**src/rtl/rks_pkg.sv**
```systemverilog
// shared types and constants of the record key sorter
package rks_pkg;

  localparam int MAX_RECORDS = 64;
  localparam int CNT_W       = $clog2(MAX_RECORDS + 1);

  localparam int ID_W  = 8;
  localparam int CAP_W = 16;
  localparam int MIL_W = 24;

  typedef struct packed {
    logic [ID_W-1:0]  id;
    logic [CAP_W-1:0] capacity;
    logic [MIL_W-1:0] mileage;
  } rec_t;

  typedef enum logic [1:0] {
    StLoad,
    StSort,
    StEmit
  } state_e;

  typedef struct packed {
    logic load;
    logic start;
    logic step;
    logic shift;
  } cmd_t;

  typedef struct packed {
    logic sort_done;
    logic last_one;
  } status_t;

endpackage

```
**src/rtl/rks_ctrl.sv**
```systemverilog
// controller state machine: load, sort and emit phases
module rks_ctrl (
  input  logic             clk_i,
  input  logic             rst_ni,
  input  logic             in_valid_i,
  input  logic             in_last_i,
  output logic             in_ready_o,
  output logic             out_valid_o,
  input  logic             out_ready_i,
  input  rks_pkg::status_t status_i,
  output rks_pkg::cmd_t    cmd_o
);
  import rks_pkg::*;

  state_e state_q, state_d;

  always_ff @(posedge clk_i or negedge rst_ni) begin
    if (!rst_ni) begin
      state_q <= StLoad;
    end else begin
      state_q <= state_d;
    end
  end

  always_comb begin
    state_d = state_q;
    unique case (state_q)
      StLoad: begin
        if (in_valid_i && in_last_i) state_d = StSort;
      end
      StSort: begin
        if (status_i.sort_done) state_d = StEmit;
      end
      StEmit: begin
        if (out_ready_i && status_i.last_one) state_d = StLoad;
      end
      default: state_d = StLoad;
    endcase
  end

  always_comb begin
    in_ready_o  = 1'b0;
    out_valid_o = 1'b0;
    cmd_o       = '0;
    unique case (state_q)
      StLoad: begin
        in_ready_o  = 1'b1;
        cmd_o.load  = in_valid_i;
        cmd_o.start = in_valid_i && in_last_i;
      end
      StSort: begin
        cmd_o.step = !status_i.sort_done;
      end
      StEmit: begin
        out_valid_o = 1'b1;
        cmd_o.shift = out_ready_i;
      end
      default: begin
        in_ready_o = 1'b0;
      end
    endcase
  end

endmodule

```
**config.mk**
```make
export PLATFORM = sky130hd
export DESIGN_NAME = rks_ctrl
export DESIGN_NICKNAME = d
export VERILOG_FILES = /design/src/rtl/rks_pkg.sv /design/src/rtl/rks_ctrl.sv
export SDC_FILE = /design/constraint.sdc
export NUM_CORES = 1
export LEC_CHECK = 0
export BUFFER_PORTS_ARGS = -buffer_cell sky130_fd_sc_hd__buf_2
export CORE_AREA = 8 8 45 47
export DETAILED_ROUTE_END_ITERATION = 10
export DIE_AREA = 0 0 53 55
export SETUP_SLACK_MARGIN = 0.02
export SLEW_MARGIN = 5
export SYNTH_ARGS = -nofsm -noshare
export SYNTH_HDL_FRONTEND = slang
export SYNTH_SLANG_ARGS = --single-unit
```
**constraint.sdc**
```tcl
create_clock -name clk_i -period 2.3 [get_ports clk_i]
set_clock_uncertainty 0.2 [all_clocks]
set_input_delay 0.345 -clock clk_i [delete_from_list [all_inputs] [get_ports clk_i]]
set_output_delay 0.345 -clock clk_i [all_outputs]
set_load 0.005 [all_outputs]
```
==> summary by stage <==
Status
The run finished with clean final reports.

Global route
For this run, the total global-route usage over all layers was measured as 0.0383. Entering global routing, the biggest net connects 5 pins. The initial antenna violation count is 0. The first global-routing pass estimated a little under 700 um of wire. The final global-route overflow total is 0. The via count of the first global-routing pass is around 160.

Clock tree
The sink count of the clock tree is 2. At the later pin of the worst-skew pair, clock insertion delay measures 220 ps. The TritonCTS clock tree is built. Clock-pin slew was measured on the worst setup and hold paths at about 30 ps.

Buffers added to address setup during post-CTS repair amount to 0. The clock passes through at most 2 buffers. The TritonCTS buffer count is 3. The maximum level of the CTS H-tree is 1. The clock root buffer is clkbuf_4.

Synth
The number of warnings reported in the yosys synthesis log is 0. The post-synthesis net count is 19. After synthesis the netlist holds a flip-flop and latch count of 2. The mean post-synth cell area is between 10 and 15 sq um. In the post-synthesis netlist, the biggest area contributors are dfrtp_1, nor3b_2, a31o_2, and2b_2, o2bb2ai_1. Yosys mapped the design onto 10 distinct sky130hd cell types. The number of instances in the synthesized netlist is 12. The area share of the largest cell type after synthesis is 0.417. Of the synthesized area, sequential elements account for 0.417.

The library cell with the largest summed area after synthesis is dfrtp_1. In this run the cell area of the synthesized design comes to about 120 sq um.

Placement
At the end of routability-driven placement, the weighted congestion stood at between 0.7 and 0.8. Before CTS, the worst setup slack after placement is roughly 850 ps. During placement, the flow inserted port buffers numbering 12. The placed instances occupy a cell area of between 200 and 250 sq um.

STA
Setup violations remaining at the end of the flow were counted as 0. The final count of hold timing violations came to 0. The time the worst path needs with I/O delays and setup is 1680 ps. The worst slack on hold paths is 167 ps.

The slew at the pin with the worst max-slew slack is approximately 220 ps. The post-layout worst setup margin is about 620 ps. Setup repair after global routing left no endpoint under its margin. Derived from the worst setup path, the maximum achievable clock frequency is approximately 600 MHz. The worst slew margin relative to its limit is 0.856. The sum of negative setup slack is 0 ps.

Of the available clock period, the critical path in the final layout requires 0.731. The max-slew violation total from the final report is 0.

Floorplan
The die covers about 0.0029 sq mm. The starting utilization of the core area is 0.0868. The horizontal extent of the die is ~53 um. The floorplan step set the die height to 55 um.

The number of rows created at floorplan is 14. The core region is approximately 0.0014 sq mm. The number of top-level design ports is 13.

Final layout
Leaving out fill and tap cells, the most frequent cells in the layout are buf_2, clkbuf_4, nand2_1, dfrtp_1. state_q holds more flip-flops than any other register. The fraction of final layout cells sized beyond drive strength 1 is 0.679. The library cell used most frequently in the layout, excluding fill and tap cells, is buf_2.

The largest registers in the layout are state_q x2. The post-synthesis to final-layout area growth is 93.8%. The filler cell count is around 160.

The register with the most flip-flops in the layout has 2 of them. The number of antenna diodes in the final layout is 0. After routing the design area is approximately 230 sq um.

At the end of the flow, the number of nets in the layout was 37.

Routing
For this run, the detailed router's first-pass iteration total came to 2. In the routed design, unresolved DRC markers number 0. The routed layout has 147 vias.

In the final routed layout, each cell accounts on average for slightly below 10 um. The detail-routed via count per cell is 3.34. The detail route stage leaves a number of antenna-violating nets equal to 0.

The number of design-rule violations left by the first detailed-router iteration is 1. Summed over all layers, the routed wires come to 427 um.

Power
Power spread over the standard cell area amounts to just over 1000 mW/mm^2. The design draws about 0.00024 W. IR analysis of the VDD net gives a maximum drop of 0.209 mV. For this design the static power due to leakage is about 0.13 nW.

Worst setup path
The startpoint of the worst register-to-register path is state_q[0]. The worst setup path category is reg -> out. The worst endpoint data arrival time is between 1000 and 1500 ps.

Data on the critical path is required at its endpoint by ~1800 ps. The startpoint type of the worst setup path is a flop. The endpoint type of the worst setup path is an output port. In this run the worst path has a maximum fanout of 4. The critical path starts at state_q[1].

Hold path
The critical hold path startpoint is in_last_i. The kind of path behind the tightest hold check is in -> reg.

Run
Across the run, the number of max-cap violations was 0.
## metal layers
metal | up-vias | track usage | wire, um
met5 | - | 0 | 0
met4 | 0 | 0.0388 | 0
met3 | 0 | 0.0508 | 98
met2 | 8 | 0.0449 | 178
met1 | 65 | 0.0289 | 149
li1 | 74 | - | -
## cell families after synthesis
group | count (synthesis) | share of synthesized area
compound gates | 2 | 0.146
flops | 2 | 0.417
simple gates | 8 | 0.438
## metrics by stage
step,instances,util
final,44,0.168
after global routing,44,0.168
after CTS,44,0.168
after detailed placement,40,0.145
after global placement,40,0.145
after floorplan,12,-
## path summary, 6_finish.rpt
path                       cells after the start          to  slack [ps]
hold reg to reg                                1  state_q[1]         310
setup / recovery                               3    cmd_o[0]         620
min in group asynchronous                      2  state_q[0]         240
hold / removal                                 2  state_q[0]         170
max in group asynchronous                      2  state_q[1]        1560
setup reg to reg                               2  state_q[0]        1220
## worst max-delay path: stages, from the launching register on
cell and delay [ps]:
dfrtp_1 400, and2b_2 220, and2_2 180, buf_2 120
## final cells by class
type,count,area (sq um),area share
clock buffer,3,22.5,0.0968
multi-input combinational,10,70.1,0.301
sequential,2,50.0,0.215
tap,16,20.0,0.0860
timing repair buffer,13,70.1,0.301
## cells in the mapped netlist, drive strengths merged
cell type  number
and2b           1
nand2           2
and3            1
nor3b           1
o2bb2ai         1
and2            2
a31o            1
dfrtp           2
nor2            1
## power breakdown
part	leakage, nW	switching [W]	total (W)	internal, W
Clock	0.0138	0.0000183	0.0000757	0.0000574
Combinational	0.0873	0.0000439	0.000101	0.0000575
Sequential	0.0261	0.0000139	0.0000635	0.0000496
## timing repair
item / 4_1_cts / 5_1_grt
gates resized for setup: 0 / 0
hold endpoints to repair: 2 / 0
hold buffers: 1 / 0
(Power assumes the default switching activity.)
